## src/rtl/idh_pkg.sv

```systemverilog
// ============================================================================
// idh_pkg
// Shared constants and helpers for the image difference hash block
// ============================================================================
package idh_pkg;

    // frame geometry
    localparam int MAX_DIM  = 4096;
    localparam int MAX_SIDE = 8;
    localparam int DIM_W    = 13;   // frame size registers
    localparam int POS_W    = 12;   // source column / row position
    localparam int SIDE_W   = 4;    // hash grid side register
    localparam int GRID_W   = 4;    // grid column / row counters, 0..MAX_SIDE+1
    localparam int NCOLS    = MAX_SIDE + 1;
    localparam int MUL_W    = 17;   // position times grid size products
    localparam int SHIFT_W  = 6;    // bit offset of a grid row in the hash

    // luma
    localparam int LUMA_W      = 8;
    localparam int SUM_W       = 18;
    localparam int WEIGHT_R    = 299;
    localparam int WEIGHT_G    = 587;
    localparam int WEIGHT_B    = 114;
    // x / 1000 == (x * LUMA_RECIP) >> LUMA_SHIFT for every x below 2**SUM_W
    localparam int RECIP_W     = 19;
    localparam int LUMA_SHIFT  = 28;
    localparam logic [RECIP_W-1:0] LUMA_RECIP = RECIP_W'(268436);
    localparam int PROD_W      = SUM_W + RECIP_W;

    localparam int HASH_W = 64;

    // configuration register indexes
    localparam int CFG_IDX_W = 2;
    localparam logic [CFG_IDX_W-1:0] CFG_FRAME_WIDTH   = 2'd0;
    localparam logic [CFG_IDX_W-1:0] CFG_FRAME_HEIGHT  = 2'd1;
    localparam logic [CFG_IDX_W-1:0] CFG_HASH_SIDE     = 2'd2;
    localparam logic [CFG_IDX_W-1:0] CFG_SWAP_RED_BLUE = 2'd3;

    // size of zero reads as one, anything above the maximum as the maximum
    function automatic logic [DIM_W-1:0] clamp_dim(input logic [DIM_W-1:0] v);
        logic [DIM_W-1:0] r;
        r = v;
        if (v == '0) begin
            r = DIM_W'(1);
        end else if (v > DIM_W'(MAX_DIM)) begin
            r = DIM_W'(MAX_DIM);
        end
        return r;
    endfunction

    function automatic logic [SIDE_W-1:0] side_eff(input logic [SIDE_W-1:0] v);
        logic [SIDE_W-1:0] r;
        r = v;
        if (v == '0 || v > SIDE_W'(MAX_SIDE)) begin
            r = SIDE_W'(MAX_SIDE);
        end
        return r;
    endfunction

endpackage

```

## src/rtl/image_difference_hash.sv

```systemverilog
// ============================================================================
// image_difference_hash
// Streams a frame's pixels and returns its 64-bit difference hash
// ============================================================================
//
//  channel  | handshake           | payload
//  ---------+---------------------+------------------------------------------
//  s_       | s_valid / s_ready   | s_chan0..2 pixel bytes, s_frame_start
//  m_       | m_valid / m_ready   | m_hash_value, one per frame
//  cfg_     | cfg_wr_en           | cfg_wr_index, cfg_wr_data
//
//  one pixel per cycle sustained unless a waiting hash holds the pipeline;
//  the last pixel of a frame passes the weighted sum and reciprocal multiply
//  stages, then the grid update stage loads its hash into the output register
//  aresetn is synchronous: it clears the pipeline, frame counters and hash,
//  and loads width 1, height 1, side 8, no red/blue swap
//  s_ready drops only when a hash waits in the output register and the last
//  pixel of the following frame has reached the grid update stage
//
module image_difference_hash
    import idh_pkg::*;
(
    input  logic                 aclk,
    input  logic                 aresetn,

    input  logic                 s_valid,
    output logic                 s_ready,
    input  logic [7:0]           s_chan0,
    input  logic [7:0]           s_chan1,
    input  logic [7:0]           s_chan2,
    input  logic                 s_frame_start,

    output logic                 m_valid,
    input  logic                 m_ready,
    output logic [HASH_W-1:0]    m_hash_value,

    input  logic                 cfg_wr_en,
    input  logic [CFG_IDX_W-1:0] cfg_wr_index,
    input  logic [DIM_W-1:0]     cfg_wr_data
);

    // ------------------------------------------------------------------------
    // configuration registers
    // ------------------------------------------------------------------------
    logic [DIM_W-1:0]  frame_width_reg;
    logic [DIM_W-1:0]  frame_height_reg;
    logic [SIDE_W-1:0] hash_side_reg;
    logic              swap_red_blue_reg;

    always_ff @(posedge aclk) begin
        if (!aresetn) begin
            frame_width_reg   <= DIM_W'(1);
            frame_height_reg  <= DIM_W'(1);
            hash_side_reg     <= SIDE_W'(MAX_SIDE);
            swap_red_blue_reg <= 1'b0;
        end else if (cfg_wr_en) begin
            unique case (cfg_wr_index)
                CFG_FRAME_WIDTH:   frame_width_reg   <= cfg_wr_data;
                CFG_FRAME_HEIGHT:  frame_height_reg  <= cfg_wr_data;
                CFG_HASH_SIDE:     hash_side_reg     <= cfg_wr_data[SIDE_W-1:0];
                CFG_SWAP_RED_BLUE: swap_red_blue_reg <= cfg_wr_data[0];
            endcase
        end
    end

    // effective sizes, new values act at once
    logic [DIM_W-1:0]  w_eff;
    logic [DIM_W-1:0]  h_eff;
    logic [SIDE_W-1:0] n_eff;

    assign w_eff = clamp_dim(frame_width_reg);
    assign h_eff = clamp_dim(frame_height_reg);
    assign n_eff = side_eff(hash_side_reg);

    // ------------------------------------------------------------------------
    // pipeline flow control
    // ------------------------------------------------------------------------
    logic v1_reg;       // weighted sum stage holds a pixel
    logic v2_reg;       // luma stage holds a pixel
    logic m_valid_reg;
    logic emits;        // pixel in the luma stage closes its frame
    logic out_free;
    logic fire3;        // luma stage pixel updates the grid state this cycle
    logic en2;
    logic en1;

    assign out_free = !m_valid_reg || m_ready;
    assign fire3    = v2_reg && (!emits || out_free);
    assign en2      = !v2_reg || fire3;
    assign en1      = !v1_reg || en2;
    assign s_ready  = en1;

    // ------------------------------------------------------------------------
    // stage 1: weighted channel sum, red/blue order chosen here
    // ------------------------------------------------------------------------
    logic [7:0]       red;
    logic [7:0]       blue;
    logic [SUM_W-1:0] sum_next;
    logic [SUM_W-1:0] sum_reg;
    logic             fs1_reg;

    always_comb begin
        if (swap_red_blue_reg) begin
            red  = s_chan0;
            blue = s_chan2;
        end else begin
            red  = s_chan2;
            blue = s_chan0;
        end
        sum_next = SUM_W'(red)     * SUM_W'(WEIGHT_R)
                 + SUM_W'(s_chan1) * SUM_W'(WEIGHT_G)
                 + SUM_W'(blue)    * SUM_W'(WEIGHT_B);
    end

    always_ff @(posedge aclk) begin
        if (!aresetn) begin
            v1_reg <= 1'b0;
        end else if (en1) begin
            v1_reg <= s_valid;
        end
    end

    always_ff @(posedge aclk) begin
        if (en1 && s_valid) begin
            sum_reg <= sum_next;
            fs1_reg <= s_frame_start;
        end
    end

    // ------------------------------------------------------------------------
    // stage 2: divide by 1000 through a reciprocal multiply
    // ------------------------------------------------------------------------
    logic [PROD_W-1:0] luma_prod;
    logic [LUMA_W-1:0] luma_reg;
    logic              fs2_reg;

    assign luma_prod = PROD_W'(sum_reg) * PROD_W'(LUMA_RECIP);

    always_ff @(posedge aclk) begin
        if (!aresetn) begin
            v2_reg <= 1'b0;
        end else if (en2) begin
            v2_reg <= v1_reg;
        end
    end

    always_ff @(posedge aclk) begin
        if (en2 && v1_reg) begin
            luma_reg <= luma_prod[LUMA_SHIFT +: LUMA_W];
            fs2_reg  <= fs1_reg;
        end
    end

    // ------------------------------------------------------------------------
    // stage 3: grid sampling, compare and hash assembly
    // ------------------------------------------------------------------------
    logic [POS_W-1:0]    src_col_reg,  src_col_next;
    logic [POS_W-1:0]    src_row_reg,  src_row_next;
    logic [GRID_W-1:0]   grid_col_reg, grid_col_next;
    logic [GRID_W-1:0]   grid_row_reg, grid_row_next;
    logic [LUMA_W-1:0]   prev_luma_reg, prev_luma_next;
    logic [MAX_SIDE-1:0] row_bits_reg, row_bits_next;
    logic [HASH_W-1:0]   hash_acc_reg, hash_acc_next;

    // state as seen by this pixel, a frame start clears it first
    logic [POS_W-1:0]    col_c;
    logic [POS_W-1:0]    row_c;
    logic [GRID_W-1:0]   gc_c;
    logic [GRID_W-1:0]   gr_c;
    logic [LUMA_W-1:0]   prev_c;
    logic [MAX_SIDE-1:0] bits_c;
    logic [HASH_W-1:0]   hash_c;

    // grid column k hits source column c when c*(n+1) <= k*w < (c+1)*(n+1)
    logic [GRID_W:0]     n_plus1;
    logic [MUL_W-1:0]    c_lo;
    logic [MUL_W-1:0]    c_hi;
    logic [MUL_W-1:0]    kw;
    logic [NCOLS-1:0]    col_hit;
    logic [NCOLS-1:0]    col_take;     // grid columns sampled by this pixel
    logic [GRID_W-1:0]   gc_after;
    logic [MAX_SIDE-1:0] bits_after;
    logic [LUMA_W-1:0]   prev_after;

    // grid row j hits source row r when r*n <= j*h < (r+1)*n
    logic [MUL_W-1:0]    r_lo;
    logic [MUL_W-1:0]    r_hi;
    logic [MUL_W-1:0]    jh;
    logic [MAX_SIDE-1:0] row_hit;
    logic [MAX_SIDE-1:0] row_take;     // grid rows stored at this row end
    logic [GRID_W-1:0]   gr_after;
    logic [MAX_SIDE:0]   side_mask;
    logic [MAX_SIDE-1:0] bits_masked;
    logic [SHIFT_W-1:0]  row_ofs;
    logic [HASH_W-1:0]   hash_after;

    logic last_col;
    logic last_row;

    always_comb begin
        if (fs2_reg) begin
            col_c  = '0;
            row_c  = '0;
            gc_c   = '0;
            gr_c   = '0;
            prev_c = '0;
            bits_c = '0;
            hash_c = '0;
        end else begin
            col_c  = src_col_reg;
            row_c  = src_row_reg;
            gc_c   = grid_col_reg;
            gr_c   = grid_row_reg;
            prev_c = prev_luma_reg;
            bits_c = row_bits_reg;
            hash_c = hash_acc_reg;
        end

        // columns: the run of hits starting at the next grid column
        n_plus1 = {1'b0, n_eff} + (GRID_W+1)'(1);
        c_lo    = MUL_W'(col_c) * MUL_W'(n_plus1);
        c_hi    = c_lo + MUL_W'(n_plus1);
        for (int k = 0; k < NCOLS; k++) begin
            kw         = MUL_W'(k) * MUL_W'(w_eff);
            col_hit[k] = (GRID_W'(k) <= n_eff) && (kw >= c_lo) && (kw < c_hi);
        end
        col_take[0] = col_hit[0] && (gc_c == '0);
        for (int k = 1; k < NCOLS; k++) begin
            col_take[k] = col_hit[k] && ((gc_c == GRID_W'(k)) || col_take[k-1]);
        end

        gc_after   = gc_c;
        bits_after = bits_c;
        for (int k = 0; k < NCOLS; k++) begin
            if (col_take[k]) begin
                gc_after = GRID_W'(k + 1);
            end
        end
        // only the first sample of the run compares against an older one,
        // repeated samples compare equal
        for (int k = 1; k < NCOLS; k++) begin
            if (col_take[k] && (gc_c == GRID_W'(k)) && (prev_c > luma_reg)) begin
                bits_after[k-1] = 1'b1;
            end
        end
        prev_after = (|col_take) ? luma_reg : prev_c;

        last_col = {1'b0, col_c} >= (w_eff - DIM_W'(1));
        last_row = {1'b0, row_c} >= (h_eff - DIM_W'(1));

        // rows: the run of hits starting at the next grid row
        r_lo = MUL_W'(row_c) * MUL_W'(n_eff);
        r_hi = r_lo + MUL_W'(n_eff);
        for (int j = 0; j < MAX_SIDE; j++) begin
            jh         = MUL_W'(j) * MUL_W'(h_eff);
            row_hit[j] = (GRID_W'(j) < n_eff) && (jh >= r_lo) && (jh < r_hi);
        end
        row_take[0] = row_hit[0] && (gr_c == '0);
        for (int j = 1; j < MAX_SIDE; j++) begin
            row_take[j] = row_hit[j] && ((gr_c == GRID_W'(j)) || row_take[j-1]);
        end

        side_mask   = ((MAX_SIDE+1)'(1) << n_eff) - (MAX_SIDE+1)'(1);
        bits_masked = bits_after & side_mask[MAX_SIDE-1:0];
        gr_after    = gr_c;
        hash_after  = hash_c;
        for (int j = 0; j < MAX_SIDE; j++) begin
            row_ofs = SHIFT_W'(j * int'(n_eff));
            if (row_take[j]) begin
                gr_after   = GRID_W'(j + 1);
                hash_after = hash_after | (HASH_W'(bits_masked) << row_ofs);
            end
        end

        emits = last_col && last_row;

        // next state
        src_col_next   = src_col_reg;
        src_row_next   = src_row_reg;
        grid_col_next  = grid_col_reg;
        grid_row_next  = grid_row_reg;
        prev_luma_next = prev_luma_reg;
        row_bits_next  = row_bits_reg;
        hash_acc_next  = hash_acc_reg;
        if (fire3) begin
            priority if (!last_col) begin
                src_col_next   = col_c + POS_W'(1);
                src_row_next   = row_c;
                grid_col_next  = gc_after;
                grid_row_next  = gr_c;
                prev_luma_next = prev_after;
                row_bits_next  = bits_after;
                hash_acc_next  = hash_c;
            end else if (!last_row) begin
                src_col_next   = '0;
                src_row_next   = row_c + POS_W'(1);
                grid_col_next  = '0;
                grid_row_next  = gr_after;
                prev_luma_next = '0;
                row_bits_next  = '0;
                hash_acc_next  = hash_after;
            end else begin
                // frame done, next pixel opens a new frame
                src_col_next   = '0;
                src_row_next   = '0;
                grid_col_next  = '0;
                grid_row_next  = '0;
                prev_luma_next = '0;
                row_bits_next  = '0;
                hash_acc_next  = '0;
            end
        end
    end

    always_ff @(posedge aclk) begin
        if (!aresetn) begin
            src_col_reg   <= '0;
            src_row_reg   <= '0;
            grid_col_reg  <= '0;
            grid_row_reg  <= '0;
            prev_luma_reg <= '0;
            row_bits_reg  <= '0;
            hash_acc_reg  <= '0;
        end else begin
            src_col_reg   <= src_col_next;
            src_row_reg   <= src_row_next;
            grid_col_reg  <= grid_col_next;
            grid_row_reg  <= grid_row_next;
            prev_luma_reg <= prev_luma_next;
            row_bits_reg  <= row_bits_next;
            hash_acc_reg  <= hash_acc_next;
        end
    end

    // ------------------------------------------------------------------------
    // output register
    // ------------------------------------------------------------------------
    logic [HASH_W-1:0] m_hash_reg;

    always_ff @(posedge aclk) begin
        if (!aresetn) begin
            m_valid_reg <= 1'b0;
        end else if (fire3 && emits) begin
            m_valid_reg <= 1'b1;
        end else if (m_ready) begin
            m_valid_reg <= 1'b0;
        end
    end

    always_ff @(posedge aclk) begin
        if (fire3 && emits) begin
            m_hash_reg <= hash_after;
        end
    end

    assign m_valid      = m_valid_reg;
    assign m_hash_value = m_hash_reg;

endmodule

```

## config.mk

```make
export PLATFORM = sky130hd
export DESIGN_NAME = image_difference_hash
export DESIGN_NICKNAME = d
export VERILOG_FILES = /design/src/rtl/idh_pkg.sv /design/src/rtl/image_difference_hash.sv
export SDC_FILE = /design/constraint.sdc
export NUM_CORES = 2
export LEC_CHECK = 0
export ABC_AREA = 1
export BUFFER_PORTS_ARGS = -buffer_cell sky130_fd_sc_hd__buf_2
export CAP_MARGIN = 15
export CORE_AREA = 2 2 316 318
export DETAILED_ROUTE_END_ITERATION = 8
export DIE_AREA = 0 0 318 320
export SLEW_MARGIN = 20
export SYNTH_ARGS = -nofsm -noshare
export SYNTH_HDL_FRONTEND = slang
export SYNTH_SLANG_ARGS = --single-unit
```

## constraint.sdc

```tcl
create_clock -name aclk -period 21.5 [get_ports aclk]
set_input_delay 0 -clock aclk [delete_from_list [all_inputs] [get_ports aclk]]
set_output_delay 0 -clock aclk [all_outputs]
set_load 0.05 [all_outputs]
```

======== Word level (Yosys, flattened, before mapping) ========
Index checks and enable logic that the tools add are counted.
storage, ports and cells
  word-level logic and storage cells ...... 307
  bits of input ports ..................... 45
  register bits ........................... 238
  output and inout bits ................... 66
cells by class
  add/sub/neg operators ................... 10
  bitwise logic cells ..................... 9
  reductions and logical operators ........ 108
  multiplexer cells ....................... 60
  shift operators ......................... 8
  order comparisons ....................... 57
  equal/unequal tests ..................... 18
  multipliers ............................. 18
operators by type and width
  cell                                                        number
  2-to-1 mux 64 bit                                           11
  bitwise OR 64 bit                                           7
  << shifter 8 x 6 -> 64 bit                                  5
  less-than comparator 16 x 17 -> 1 bit                       7
  2-to-1 mux 4 bit                                            23
  logical AND 1 bit                                           72
  >= comparator 16 x 17 -> 1 bit                              4
  less-than comparator 15 x 17 -> 1 bit                       4
  multiplier 3 x 13 -> 16 bit, first input constant           4
  bitwise OR 64 x 8 -> 64 bit                                 1
  << shifter 8 x 4 -> 64 bit                                  1
  << shifter 8 x 5 -> 64 bit                                  1
  multiplier 2 x 13 -> 15 bit, first input constant           4
  2-to-1 mux 12 bit                                           5
  2-to-1 mux 8 bit                                            7
  2-to-1 mux 13 bit                                           4
  >= comparator 16 bit                                        3
  >= comparator 15 x 17 -> 1 bit                              2
  less-than comparator 1 x 17 -> 1 bit, first input constant  2
  less-than comparator 13 x 17 -> 1 bit                       2
  less-than comparator 14 x 17 -> 1 bit                       2
  multiplier 18 x 17 -> 34 bit, second input constant         1
  equality test 4 x 3 -> 1 bit, second input constant         8
  >= comparator 15 x 16 -> 1 bit                              2
  49 further kinds                                            106

======== Longest topological paths before layout ========
  depth in word-level cells ............... 47
  gate-level depth with buffers ........... 59
  gate-level depth less buffers ........... 56

======== Worst setup path after synthesis ========
OpenSTA, ideal clock, no wires.
  kind .................................... register to register
  start ................................... register hash_side_reg[1]
  end ..................................... register prev_luma_reg[0]
  required time ........................... 21.430 ns
  path slack .............................. 12.673 ns
  period minus slack after synthesis ...... 8.827 ns
  buffers on the path ..................... 8
  setup time .............................. 0.070 ns
  stages on the path, launching flop included .. 55
  data arrival time ....................... 8.756 ns
  path through ............................ dfxtp_1 -> inv_1 -> nor2_1 -> clkbuf_1 -> clkbuf_1 -> buf_1 -> ha_1 -> clkbuf_1 -> inv_1 -> buf_2 -> buf_1 -> clkbuf_1 -> nor2_1 -> ha_1 -> inv_1 -> fa_1 -> fa_1 -> inv_1 -> (+19 left out) -> nand2_1 -> nand2_1 -> nand2_1 -> nand2_1 -> nand2_2 -> nand2_1 -> nand2_1 -> nand2_1 -> nand2_1 -> nand2_1 -> nand2_1 -> nand2_1 -> nand2_2 -> and2_1 -> buf_4 -> nand3_1 -> nand3_1 -> a21oi_1
on the way
  cells in the longest elaborated chain, start to end .. 28
  elaborated cells on any way between the ends .. 72
  classes of those cells .................. 2 x add/sub; 1 x mul; 28 x order compare; 3 x mux; 38 x reduce/logical
ends and longest elaborated chain
  item                                                                       line                                                        text
  from (decl)                                                                image_difference_hash.sv:47                                 logic [SIDE_W-1:0] hash_side_reg;
  from (signal assigned)                                                     image_difference_hash.sv:54                                 hash_side_reg <= SIDE_W'(MAX_SIDE);
  from (signal assigned)                                                     image_difference_hash.sv:60                                 CFG_HASH_SIDE: hash_side_reg <= cfg_wr_data[SIDE_W-1:0];
  greater-than comparator 4 bit or logical NOT 4 bit (tied branches)         idh_pkg.sv:54                                               if (v == '0 || v > SIDE_W'(MAX_SIDE)) begin
  logical OR 1 bit                                                           idh_pkg.sv:54
  2-to-1 mux 4 bit (*)                                                       idh_pkg.sv:54
  adder 4 x 1 -> 5 bit                                                       image_difference_hash.sv:220                                n_plus1 = {1'b0, n_eff} + (GRID_W+1)'(1);
  multiplier 12 x 5 -> 17 bit                                                image_difference_hash.sv:221                                c_lo = MUL_W'(col_c) * MUL_W'(n_plus1);
  adder 17 x 5 -> 17 bit or >= comparator 1 x 17 -> 1 bit (tied branches)    image_difference_hash.sv:222, image_difference_hash.sv:225
  less-than comparator 1 x 17 -> 1 bit or logical AND 1 bit (tied branches)  image_difference_hash.sv:225                                col_hit[k] = (GRID_W'(k) <= n_eff) && (kw >= c_lo) && (kw < c_hi);
  logical AND 1 bit                                                          image_difference_hash.sv:225
  (+12 left out)                                                             n/a
  logical AND 1 bit                                                          image_difference_hash.sv:229                                col_take[k] = col_hit[k] && ((gc_c == GRID_W'(k)) || col_take[k-1]);
  logical OR 1 bit                                                           image_difference_hash.sv:229
  logical AND 1 bit                                                          image_difference_hash.sv:229
  logical OR 1 bit                                                           image_difference_hash.sv:229
  logical AND 1 bit                                                          image_difference_hash.sv:229
  OR reduction 9 bit (*)                                                     image_difference_hash.sv:246                                prev_after = (|col_take) ? luma_reg : prev_c;
  2-to-1 mux 8 bit (*)                                                       image_difference_hash.sv:246
  2-to-1 mux 8 bit (*)                                                       image_difference_hash.sv:286                                priority if (!last_col) begin
  to (signal assigned)                                                       image_difference_hash.sv:329                                prev_luma_reg <= prev_luma_next;
  to (decl)                                                                  image_difference_hash.sv:161                                logic [LUMA_W-1:0] prev_luma_reg, prev_luma_next;
Mark *: on every way between the ends. The rest lies on a longest branch, timed or not.
A chain may end at the register's enable or synchronous reset.

======== Worst setup path in the final report ========
  start ................................... register hash_side_reg[3]
  end ..................................... register hash_acc_reg[3]
on the way
  cells in the longest elaborated chain, start to end .. 46
  elaborated cells on any way between the ends .. 182
  classes of those cells .................. 4 x add/sub; 6 x mul; 52 x order compare; 8 x shift; 19 x mux; 9 x bitwise; 84 x reduce/logical
ends and longest elaborated chain
  item                                                                       line                                                        text
  greater-than comparator 4 bit or logical NOT 4 bit (tied branches)         idh_pkg.sv:54
  logical OR 1 bit                                                           idh_pkg.sv:54
  2-to-1 mux 4 bit (*)                                                       idh_pkg.sv:54
  adder 4 x 1 -> 5 bit                                                       image_difference_hash.sv:220
  multiplier 12 x 5 -> 17 bit                                                image_difference_hash.sv:221
  adder 17 x 5 -> 17 bit or >= comparator 1 x 17 -> 1 bit (tied branches)    image_difference_hash.sv:222, image_difference_hash.sv:225
  less-than comparator 1 x 17 -> 1 bit or logical AND 1 bit (tied branches)  image_difference_hash.sv:225
  logical AND 1 bit                                                          image_difference_hash.sv:225
  (+31 left out)                                                             n/a
  2-to-1 mux 64 bit                                                          image_difference_hash.sv:269                                if (row_take[j]) begin
  bitwise OR 64 bit                                                          image_difference_hash.sv:271                                hash_after = hash_after | (HASH_W'(bits_masked) << row_ofs);
  2-to-1 mux 64 bit                                                          image_difference_hash.sv:269
  bitwise OR 64 bit                                                          image_difference_hash.sv:271
  2-to-1 mux 64 bit (*)                                                      image_difference_hash.sv:269
  net hash_after[3]                                                          image_difference_hash.sv:195                                logic [HASH_W-1:0] hash_after;
  2-to-1 mux 64 bit (*)                                                      image_difference_hash.sv:294                                end else if (!last_row) begin
  2-to-1 mux 64 bit (*)                                                      image_difference_hash.sv:286
  to (signal assigned)                                                       image_difference_hash.sv:331                                hash_acc_reg <= hash_acc_next;
  to (decl)                                                                  image_difference_hash.sv:163                                logic [HASH_W-1:0] hash_acc_reg, hash_acc_next;
The timed path passes the listed nets; every way through them passes the cells marked *.

==> out/qor.csv <==
stage;metric;value;unit
routing;ant_nets;0;
synthesis;async_reset_ff_share;0;%
sta;rsz0062_at_grt;no;
routing;via_per_inst;5.66;
sta;fin_crit_sh;48.3;%
floorplanning;rows;115;
global_route;grt-ovfl-total;0;
sta;drv_slew;0;
sta;setup_tns;0;ns
synthesis;synth_cell_types;73;
routing;wire_per_inst;21.1;um
cells_and_area;multi_input_area;33400;sq um
critical_path;cp_max_fo;41;
routing;drc_errors;0;
synthesis;ys_top_cells_by_count;nand2_1, ha_1, inv_1, nor2_1, a21oi_1;
floorplanning;die_w;318;um
run;cap_viol_max_count;0;
synthesis;synth_cells;6133;
placed_design;port_buffers;110;
cells_and_area;nets;7329;
sta;maxSlewHeadroom;19.1;%
critical_path;start_kind;flop;
power;power_frac_seq;12.3;%
floorplanning;dieArea;102000;sq um
synthesis;synth_flop_cell;dfxtp_1;
synthesis;synth.most_common_cell;nand2_1;
synthesis;ys_seq_elements;238;
critical_path;critical_path_class;flop to flop;
critical_path;r2r_slack;11.12;ns
sta;final-setup-viol-count;0;
floorplanning;start_util;43.8;%
power;max-vdd-ir-drop;0.252;mV
power;swShare;49.8;%
global_route;grt_max_degree;70;
cts;cts_max_level;2;
cells_and_area;diodes;0;
routing;vias;42576;
cts;post_cts_resized;0;
cts;clkLatencyLatePin;0.61;ns
synthesis;synth.net_count;7248;
synthesis;syn_area;42900;sq um
min_path;hold_depth;4;
sta;finalHoldViolations;0;
power;clock_power_share;11.6;%
cts;post_cts_buffers;0;
synthesis;synth_top_area_share;25.2;%
synthesis;yosysWarnings;0;
sta;fin_crit;10.38;ns
floorplanning;io_pins;111;
critical_path;crit_start;hash_side_reg[3]$_SDFFE_PN1P_;
power;power_density;115;nW/um^2
global_route;grt_pass1_vias;40845;
critical_path;cp.arrival;10.88;ns
cts;cts_inserted_buffers;34;
cells_and_area;final-seq-area;5690;sq um
min_path;hold_class;primary input to flop;
routing;firstDrtPassIters;8;
placed_design;hpwl;121000;um
critical_path;crit_path_max_incr_delay;0.74;ns
cells_and_area;area_growth;8.29;%
sta;worst_slew_pin_slew;1.21;ns
synthesis;ys_seq_area_share;13.2;%
routing;drt_iter0_drc;3726;
global_route;grt_usage;30.7;%
cts;cts_sinks;238;
sta;whs;0.108;ns
floorplanning;core;98000;sq um
critical_path;r2r_cells;48;
critical_path;required;22.00;ns
critical_path;rr_endpoint;hash_acc_reg[3]$_SDFFE_PN0P_;
cts;clk_pin_slew_worst_paths;0.06;ns
power;p_sw;2.67;mW
cells_and_area;nFillCells;10170;
critical_path;r2r-start;hash_side_reg[3]$_SDFFE_PN1P_;
power;internal_power;2.69;mW
routing;routed_wl;159000;um
global_route;grt_pass1_wl;244000;um
synthesis;yosys.area.top_type;ha_1;
sta;fmax;96.4;MHz
cts;clock_path_buffers;3;
floorplanning;die_h;320;um
sta;fin_worst_skew;0.0494;ns
critical_path;critPathCaptureType;flop;
run_status;status;completed;
placed_design;gp_congestion;1.06;
critical_path;path_common_cell;nand2_1;
critical_path;crit_path_end;hash_acc_reg[3]$_SDFFE_PN0P_;
global_route;antenna_found_initial;2;
synthesis;synthTopCellsByArea;ha_1, nand2_1, fa_1;
power;pwr-share-comb;76.1;%
cts;cts_tree;done;
cts;cts-root-buf;clkbuf_16;
power;power.leakage;23.8;nW
cts;ctsHoldBuffers;30;
synthesis;synth_edf_count;92;
cells_and_area;drive_above_1_share;5.90;%
critical_path;critPathSlowestCell;a21oi_1;
synthesis;syn_area_per_cell;7.00;sq um
[through the flow]
step | cells | util, % | instance area [sq um] | total power, mW | setup slack, ns
floorplan | 6133 | - | 42900 | 3.81 | 12.67
global placement | 7435 | 45.9 | 45000 | 4.66 | 11.28
detailed placement | 7435 | 45.9 | 45000 | 4.72 | 11.03
CTS | 7527 | 47.4 | 46500 | 5.42 | 11.00
global route | 7527 | 47.5 | 46500 | 6.14 | 10.50
finish | 7527 | 47.5 | 46500 | 5.37 | 11.12
[area by class of cell]
type,instances,area share [%]
multi-input cells,4877,71.8
flip-flops and latches,238,12.2
repair buffers,209,2.94
clock inverters,16,0.482
well taps,1287,3.46
clock buffers,46,2.15
inverters,854,6.91
[power groups by stage]
stage	Clock (mW)	Sequential (mW)	Combinational (mW)
floorplan	0	0.647	3.16
global placement	0	0.672	3.99
detailed placement	0	0.672	4.05
CTS	0.632	0.663	4.12
global route	0.648	0.668	4.83
finish	0.623	0.662	4.08
[placed cells by master, fill, tap and decap left out, types with 6 or more instances in the layout]
master,instances
a21boi_0,12
edfxtp_1,92
dlygate4sd3_1,30
xnor2_1,33
o211ai_1,14
buf_2,110
or2_2,15
o21ai_0,272
nor2_4,10
a211oi_1,19
xor2_1,106
nand3b_1,18
nand4_1,139
o221ai_1,6
nor2_2,19
clkbuf_8,6
clkinv_1,8
ha_1,864
nor2_1,500
nand2_4,12
o21ai_1,12
nand3_2,7
nand3_1,474
nor4_1,10
buf_4,69
a21o_1,25
inv_1,833
nor3_1,54
inv_2,11
clkbuf_16,36
dfxtp_1,146
nand2_2,28
o21a_1,10
o21bai_1,22
fa_1,205
a31oi_1,55
and2_1,9
a21oi_1,505
nand2_1,1354
[routing by layer]
| layer | vias up | wire (um) | GRT usage [%] | part of all wire [%] |
|---|---|---|---|---|
| met5 | - | 35 | 0 | 0.022 |
| met3 | 325 | 11200 | 4.45 | 7.0 |
| li1 | 20631 | - | - | - |
| met2 | 1583 | 71300 | 50.4 | 45 |
| met1 | 20031 | 69900 | 40.7 | 44 |
| met4 | 6 | 6680 | 11.8 | 4.2 |
[cell families (layout without fill, tap and decap cells)]
group                      after synthesis  after routing  synth area share, %
and+or+nand+nor                       2659           2659                 26.8
adders and majority gates             1070           1070                 34.8
buffers and inverters                 1018           1125                 9.23
AOI/OAI and AO/OA                     1002           1002                 12.9
DFF                                    238            238                 13.2
xor gates and xnor gates               145            145                 3.02
muxes                                    1              1               0.0233
[worst max-delay path, delay by kind of cell, from the launching register on]
family                   cells  cell delay [ns]
flip-flops                   1             0.46
XOR/XNOR                     2             0.83
buffers and inverters        7             1.35
adder cells (fa/ha/maj)      6             2.69
AO/OA/AOI/OAI                4             1.33
AND/OR/NAND/NOR             29             3.61
[worst min-delay path by stage]
stage | from | end | slack (ns)
2_1_floorplan | s_frame_start | fs1_reg$_DFFE_PP_ | 0.1
3_3_place_gp | s_frame_start | fs1_reg$_DFFE_PP_ | 0.24
3_5_place_dp | s_frame_start | fs1_reg$_DFFE_PP_ | 0.24
4_1_cts | s_chan2[0] | sum_reg[0]$_DFFE_PP_ | 0.11
5_1_grt | s_chan2[0] | sum_reg[0]$_DFFE_PP_ | 0.19
6_report | s_chan2[0] | sum_reg[0]$_DFFE_PP_ | 0.11
(Power assumes the default switching activity.)
